$ cat src/rtl/ssort_pkg.sv
`timescale 1ns / 1ps

package ssort_pkg;

    localparam int DEPTH      = 64;
    localparam int DATA_WIDTH = 32;
    localparam int IDX_W      = $clog2(DEPTH);
    localparam int CNT_W      = $clog2(DEPTH + 1);

    typedef struct packed {
        logic [DATA_WIDTH-1:0] value;
        logic                  last_in;
    } item_t;

    typedef struct packed {
        logic [DATA_WIDTH-1:0] sorted_value;
        logic                  last_out;
        logic                  overflow;
    } result_t;

    typedef enum logic [2:0] {
        ST_LOAD,
        ST_BEGIN,
        ST_HEAD,
        ST_SCAN,
        ST_EMIT
    } state_t;

    typedef struct packed {
        logic accept;
        logic begin_pass;
        logic take_head;
        logic scan;
        logic emit;
    } cmd_t;

    typedef struct packed {
        logic scan_done;
        logic final_pass;
        logic out_free;
    } status_t;

endpackage

$ cat src/rtl/ssort_ctrl.sv
`timescale 1ns / 1ps

module ssort_ctrl
    import ssort_pkg::*;
(
    input  logic    clk,
    input  logic    rst_n,
    input  logic    item_valid,
    input  logic    item_last,
    input  status_t status,
    output logic    item_stall,
    output cmd_t    cmd
);

    state_t state_reg;
    state_t state_next;

    always_ff @(posedge clk or negedge rst_n)
    begin
        if (!rst_n)
        begin
            state_reg <= ST_LOAD;
        end
        else
        begin
            state_reg <= state_next;
        end
    end

    always_comb
    begin
        state_next = state_reg;
        unique case (state_reg)
            ST_LOAD:
            begin
                if (item_valid && item_last)
                begin
                    state_next = ST_BEGIN;
                end
            end
            ST_BEGIN:
            begin
                state_next = ST_HEAD;
            end
            ST_HEAD:
            begin
                state_next = ST_SCAN;
            end
            ST_SCAN:
            begin
                if (status.scan_done)
                begin
                    state_next = ST_EMIT;
                end
            end
            ST_EMIT:
            begin
                if (status.out_free)
                begin
                    state_next = status.final_pass ? ST_LOAD : ST_BEGIN;
                end
            end
            default:
            begin
                state_next = ST_LOAD;
            end
        endcase
    end

    always_comb
    begin
        item_stall     = (state_reg != ST_LOAD);
        cmd.accept     = (state_reg == ST_LOAD) && item_valid;
        cmd.begin_pass = (state_reg == ST_BEGIN);
        cmd.take_head  = (state_reg == ST_HEAD);
        cmd.scan       = (state_reg == ST_SCAN);
        cmd.emit       = (state_reg == ST_EMIT) && status.out_free;
    end

endmodule

$ cat src/rtl/ssort_datapath.sv
`timescale 1ns / 1ps

module ssort_datapath
    import ssort_pkg::*;
(
    input  logic    clk,
    input  logic    rst_n,
    input  cmd_t    cmd,
    input  item_t   item_data,
    input  logic    result_stall,
    output status_t status,
    output logic    result_valid,
    output result_t result_data
);

    logic [DATA_WIDTH-1:0] mem [DEPTH];

    logic [CNT_W-1:0]      count_reg;
    logic [CNT_W-1:0]      count_next;
    logic                  ovf_reg;
    logic                  ovf_next;
    logic [IDX_W-1:0]      i_reg;
    logic [IDX_W-1:0]      i_next;
    logic [CNT_W-1:0]      j_reg;
    logic [CNT_W-1:0]      j_next;
    logic                  rd_pend_reg;
    logic [IDX_W-1:0]      rd_idx_reg;
    logic [DATA_WIDTH-1:0] rd_data_reg;
    logic [DATA_WIDTH-1:0] best_val_reg;
    logic [DATA_WIDTH-1:0] best_val_next;
    logic [IDX_W-1:0]      best_idx_reg;
    logic [IDX_W-1:0]      best_idx_next;
    logic [DATA_WIDTH-1:0] head_val_reg;
    logic                  out_valid_reg;
    result_t               out_reg;

    logic                  has_room;
    logic                  issue;
    logic                  rd_en;
    logic [IDX_W-1:0]      rd_addr;
    logic                  wr_en;
    logic [IDX_W-1:0]      wr_addr;
    logic [DATA_WIDTH-1:0] wr_data;
    logic                  final_pass;
    logic                  out_free;

    assign has_room   = (count_reg < CNT_W'(DEPTH));
    assign issue      = (cmd.take_head || cmd.scan) && (j_reg < count_reg);
    assign rd_en      = cmd.begin_pass || issue;
    assign rd_addr    = cmd.begin_pass ? i_reg : j_reg[IDX_W-1:0];
    assign final_pass = ({1'b0, i_reg} + CNT_W'(1)) == count_reg;
    assign out_free   = !out_valid_reg || !result_stall;

    assign wr_en   = (cmd.accept && has_room) || cmd.emit;
    assign wr_addr = cmd.emit ? best_idx_reg : count_reg[IDX_W-1:0];
    assign wr_data = cmd.emit ? head_val_reg : item_data.value;

    assign status.scan_done  = !rd_pend_reg && !(j_reg < count_reg);
    assign status.final_pass = final_pass;
    assign status.out_free   = out_free;

    assign result_valid = out_valid_reg;
    assign result_data  = out_reg;

    always_ff @(posedge clk)
    begin
        if (wr_en)
        begin
            mem[wr_addr] <= wr_data;
        end
        if (rd_en)
        begin
            rd_data_reg <= mem[rd_addr];
        end
    end

    always_comb
    begin
        count_next    = count_reg;
        ovf_next      = ovf_reg;
        i_next        = i_reg;
        j_next        = j_reg;
        best_val_next = best_val_reg;
        best_idx_next = best_idx_reg;
        if (cmd.accept)
        begin
            if (has_room)
            begin
                count_next = count_reg + CNT_W'(1);
            end
            else
            begin
                ovf_next = 1'b1;
            end
        end
        if (cmd.begin_pass)
        begin
            j_next = {1'b0, i_reg} + CNT_W'(1);
        end
        if (cmd.take_head)
        begin
            best_val_next = rd_data_reg;
            best_idx_next = i_reg;
        end
        if (issue)
        begin
            j_next = j_reg + CNT_W'(1);
        end
        if (cmd.scan && rd_pend_reg && ($signed(rd_data_reg) < $signed(best_val_reg)))
        begin
            best_val_next = rd_data_reg;
            best_idx_next = rd_idx_reg;
        end
        if (cmd.emit)
        begin
            if (final_pass)
            begin
                count_next = '0;
                ovf_next   = 1'b0;
                i_next     = '0;
            end
            else
            begin
                i_next = i_reg + IDX_W'(1);
            end
        end
    end

    always_ff @(posedge clk or negedge rst_n)
    begin
        if (!rst_n)
        begin
            count_reg     <= '0;
            ovf_reg       <= 1'b0;
            i_reg         <= '0;
            j_reg         <= '0;
            rd_pend_reg   <= 1'b0;
            out_valid_reg <= 1'b0;
        end
        else
        begin
            count_reg   <= count_next;
            ovf_reg     <= ovf_next;
            i_reg       <= i_next;
            j_reg       <= j_next;
            rd_pend_reg <= issue;
            if (cmd.emit)
            begin
                out_valid_reg <= 1'b1;
            end
            else if (!result_stall)
            begin
                out_valid_reg <= 1'b0;
            end
        end
    end

    always_ff @(posedge clk)
    begin
        best_val_reg <= best_val_next;
        best_idx_reg <= best_idx_next;
        if (issue)
        begin
            rd_idx_reg <= j_reg[IDX_W-1:0];
        end
        if (cmd.take_head)
        begin
            head_val_reg <= rd_data_reg;
        end
        if (cmd.emit)
        begin
            out_reg.sorted_value <= best_val_reg;
            out_reg.last_out     <= final_pass;
            out_reg.overflow     <= ovf_reg;
        end
    end

`ifndef SYNTHESIS
    a_emit_shows: assert property (@(posedge clk) disable iff (!rst_n)
        cmd.emit |=> result_valid)
        else $error("An emitted item did not appear on the output.");

    a_emit_free: assert property (@(posedge clk) disable iff (!rst_n)
        cmd.emit |-> (!$past(out_valid_reg) || out_free || !out_valid_reg))
        else $error("An item was emitted into an occupied output register.");

    a_pend_in_scan: assert property (@(posedge clk) disable iff (!rst_n)
        rd_pend_reg |-> cmd.scan)
        else $error("A memory read landed outside the scan.");

    a_final_clears: assert property (@(posedge clk) disable iff (!rst_n)
        (cmd.emit && final_pass) |=> (count_reg == '0 && !ovf_reg))
        else $error("The set was not cleared after its final item.");

    a_count_bound: assert property (@(posedge clk) disable iff (!rst_n)
        cmd.accept |-> !(cmd.begin_pass || cmd.take_head || cmd.scan || cmd.emit))
        else $error("An item was accepted while sorting.");
`endif

endmodule

$ cat src/rtl/selection_sort_engine.sv
`timescale 1ns / 1ps

// Channel   Handshake                  Payload
// input     item_valid / item_stall    item_data   (value, last_in)
// output    result_valid / result_stall result_data (sorted_value, last_out, overflow)
//
// Items are taken one per cycle while the set loads; the last item starts the sort.
// For a set of n values the sort does one compare per cycle while it scans,
// a rate set by the single read port of the element memory and the one comparator.
// Every pass emits its minimum into an output register; the pass waits while it is full and stalled.
// No input item is taken from the last item of a set until its final result is emitted.
// Reset clears the control state and the count; the memory needs no clearing pass.

module selection_sort_engine
    import ssort_pkg::*;
(
    input  logic    clk,
    input  logic    rst_n,
    input  logic    item_valid,
    output logic    item_stall,
    input  item_t   item_data,
    output logic    result_valid,
    input  logic    result_stall,
    output result_t result_data
);

    cmd_t    cmd;
    status_t status;

    ssort_ctrl u_ctrl (
        .clk        (clk),
        .rst_n      (rst_n),
        .item_valid (item_valid),
        .item_last  (item_data.last_in),
        .status     (status),
        .item_stall (item_stall),
        .cmd        (cmd)
    );

    ssort_datapath u_datapath (
        .clk          (clk),
        .rst_n        (rst_n),
        .cmd          (cmd),
        .item_data    (item_data),
        .result_stall (result_stall),
        .status       (status),
        .result_valid (result_valid),
        .result_data  (result_data)
    );

endmodule
$ cat config.mk
export PLATFORM = sky130hd
export DESIGN_NAME = selection_sort_engine
export DESIGN_NICKNAME = d
export VERILOG_FILES = /design/src/rtl/ssort_pkg.sv /design/src/rtl/ssort_ctrl.sv /design/src/rtl/ssort_datapath.sv /design/src/rtl/selection_sort_engine.sv
export SDC_FILE = /design/constraint.sdc
export NUM_CORES = 2
export LEC_CHECK = 0
export BUFFER_PORTS_ARGS = -buffer_cell sky130_fd_sc_hd__buf_4
export CAP_MARGIN = 40
export CORE_MARGIN = 1
export CORE_UTILIZATION = 51
export DETAILED_ROUTE_END_ITERATION = 7
export MAX_ROUTING_LAYER = met4
export PLACE_DENSITY = 0.66
export SYNTH_ARGS = -nofsm -noshare
export SYNTH_HDL_FRONTEND = slang
export SYNTH_SLANG_ARGS = --single-unit
$ cat constraint.sdc
create_clock -name clk -period 9.2 [get_ports clk]
set_input_delay 0 -clock clk [delete_from_list [all_inputs] [get_ports clk]]
set_output_delay 0 -clock clk [all_outputs]
set_load 0.05 [all_outputs]
==> qor.csv <==
stage,metric,value,unit
synth,synth_area_leader_cell,edfxtp_1,
critical_path,required,9.74,ns
floorplan,die_h,412,um
power,p_switching,9.18,mW
sta,holdWs,0.0704,ns
power,vdd_drop_max,264,uV
floorplan,io_pins,73,
hold_path,hold_class,in -> reg,
sta,fin_crit_sh,0.527,
synth,synth.avg_cell_area,18.3,um2
floorplan,die_area,0.170,mm2
synth,ys_seq_area_frac,0.775,
cells_and_area,nets,5015,
cells_and_area,fin_area,0.0972,mm2
synth,synth_edf_count,2190,
routing,viasPerCell,6.25,
global_route,grt_pass1_wl,316,mm
synth,synthCells,4681,
sta,rsz0062_at_grt,no,
routing,drcViolationCount,0,
synth,synthFlopType,edfxtp_1,
global_route,gr-total-overflow,0,
power,power,28.4,mW
cells_and_area,final_cell_mix,"2190 x edfxtp_1, 1031 x mux2i_1, 448 x o22ai_1",
cells_and_area,final_common_cell,edfxtp_1,
synth,synth_area_leaders,"edfxtp_1 77%, mux2i_1 12%, o22ai_1 3.3%, o41ai_1 0.98%, buf_2 0.77%",
place,port_buffers,72,
cells_and_area,syn_to_final_growth,13.5,%
cts,clock_path_buffers,3,
synth,synth_top_area_share,0.768,
hold_path,min_from,result_stall,
routing,dr.first_iter.drc_count,6102,
power,power_density,292,mW/mm2
cells_and_area,drive_gt1_frac,0.134,
floorplan,rows,150,
routing,drt_pass1_iterations,6,
critical_path,path_max_fanout,96,
synth,yosys_register_bits,2216,
sta,timing.final.ws_setup,4.35,ns
cts,cts_max_level,4,
sta,slew_violations,0,
cells_and_area,stdcell_count,7321,
routing,routed_wl,223,mm
synth,synthDistinctLibCells,59,
place,globalplace.congestion,0.845,
critical_path,worstSetupPathType,reg -> reg,
critical_path,crit_start,u_ctrl.state_reg[0]$_DFFE_PN0P_,
cts,tritoncts,built,
floorplan,core_area,0.167,mm2
cts,cts_num_sinks,2216,
floorplan,initial_core_util,0.513,
synth,synth_area,0.0857,mm2
critical_path,regToRegStartpoint,u_ctrl.state_reg[0]$_DFFE_PN0P_,
power,p_comb_frac,0.288,
critical_path,crit_arrival,5.39,ns
sta,slew_headroom,0.334,
global_route,grt_pass1_vias,44130,
cts,clock_latency,0.86,ns
critical_path,worst_path_largest_cell_delay,0.82,ns
power,swShare,0.323,
sta,timing.fmax,206,MHz
place,dp_cells,6891,
cts,cts_buffers,206,
critical_path,start_kind,flip-flop,
global_route,grt_max_degree,125,
cts,root_buffer,clkbuf_16,
sta,period_minus_slack,4.85,ns
critical_path,crit_buf_inv,3,
flow_run,cap_violations,0,
cts,cts.clk_slew.worst_paths,0.06,ns
critical_path,path_cells,or3b_4 -> mux2i_4 -> buf_16 -> buf_12 -> buf_4 -> mux2i_1 -> o22ai_1 -> o41ai_1 -> nand4_1,
synth,async_reset_ff_frac,0.0117,
place,dpl-instance-area,0.0902,mm2
cells_and_area,largest_register_ffs,2048,
power,p_leak,34.1,nW
critical_path,cp_top_family,buffers and inverters,
routing,ant_nets,0,
synth,synth.yosys.warnings,0,
power,clkPwrFrac,0.291,
critical_path,end_kind,flip-flop,
routing,wl_per_cell,30.5,um
power,intPower,19.2,mW
outcome,status,finished clean,
place,hpwl,117,mm
synth,synth_fp_nets,4758,
sta,hold_viol,0,
sta,tightest_slew,0.999,ns
routing,vias,45742,
global_route,gr-usage-all-layers,0.270,
sta,fin_setup_tns,0,ns
sta,skew,0.0315,ns
cts,cts_resized,0,
critical_path,crit_slowest_cell,buf_4,
floorplan,fp.dieW,412,um
cells_and_area,regMostFlops,u_datapath.mem,
power,sequentialPowerShare,0.421,
global_route,antenna_found_initial,8,
sta,setup_violations,0,
cells_and_area,fin_util,0.582,
place,place_ws,4.33,ns
-- logic make-up after synthesis --
kind of cell,synth area share
AOI/OAI and AO/OA,0.0583
xor gates and xnor gates,0.00153
adders and majority gates,0.00584
buffers and inverters,0.0188
DFF,0.775
muxes,0.122
and+or+nand+nor,0.0179
-- synth_stat cells, types with 26 or more instances --
cell type     n
dfrtp_1      26
ha_1         40
edfxtp_1   2190
clkbuf_1     59
buf_2       131
nand4_1      36
mux2i_1    1032
o22a_1       33
buf_4        37
o41ai_1      96
inv_1        43
nor2_1       93
o221ai_1     32
nand2_1     149
o31ai_1      38
o22ai_1     448
-- power groups by stage --
stage	logic (mW)	registers (mW)	clock network, mW
4_1_cts	8.09	12.0	8.37
3_5_place_dp	8.05	12.2	0
2_1_floorplan	5.48	12.0	0
6_report	8.18	12.0	8.28
5_1_grt	8.57	12.0	8.75
3_3_place_gp	7.81	12.2	0
-- final cells by class --
class,instances,area [um2]
Antenna cell,3,7.51
Fill cell,12231,69800
Multi-Input combinational cell,2158,18400
Timing Repair Buffer,313,2940
Tap cell,2204,2760
Clock inverter,126,1190
Sequential cell,2216,66400
Inverter,43,163
Clock buffer,258,5350
-- worst reg2reg max path: cells and delay by family, from the launching register on --
family                 cells  cell delay [ns]
AO/OA/AOI/OAI              2             0.80
buffers and inverters      3             1.76
AND/OR/NAND/NOR            2             0.72
flip-flops                 1             0.55
multiplexers               2             0.72
-- worst paths after layout --
check	cells after the start	end	slack [ns]
min in group asynchronous	4	u_datapath.j_reg[0]$_DFFE_PN0P_	0.21
worst min register to register	0	u_datapath.result_data[28]$_DFFE_PP_	0.45
worst max-delay path	9	u_datapath.rd_data_reg[18]$_DFFE_PP_	4.35
worst min-delay path	4	u_ctrl.state_reg[2]$_DFFE_PN0P_	0.07
max in group asynchronous	4	u_datapath.count_reg[5]$_DFF_PN0_	8.82
worst max register to register	9	u_datapath.rd_data_reg[18]$_DFFE_PP_	4.35
-- what timing repair did --
action / 4_1_cts / 5_1_grt
setup buffers: 0 / 0
hold buffers: 40 / 0
hold endpoints to repair: 1542 / 0
endpoints found under the setup margin: 0 / 0
-- metal layers --
metal,GRT usage,vias to the layer above,part of all wire
met5,-,-,0
met1,0.375,23683,0.41
met4,0.0626,0,0.020
met3,0.0438,327,0.092
met2,0.419,2194,0.47
li1,-,19538,-
No activity file was read; power rests on OpenSTA's default activity.
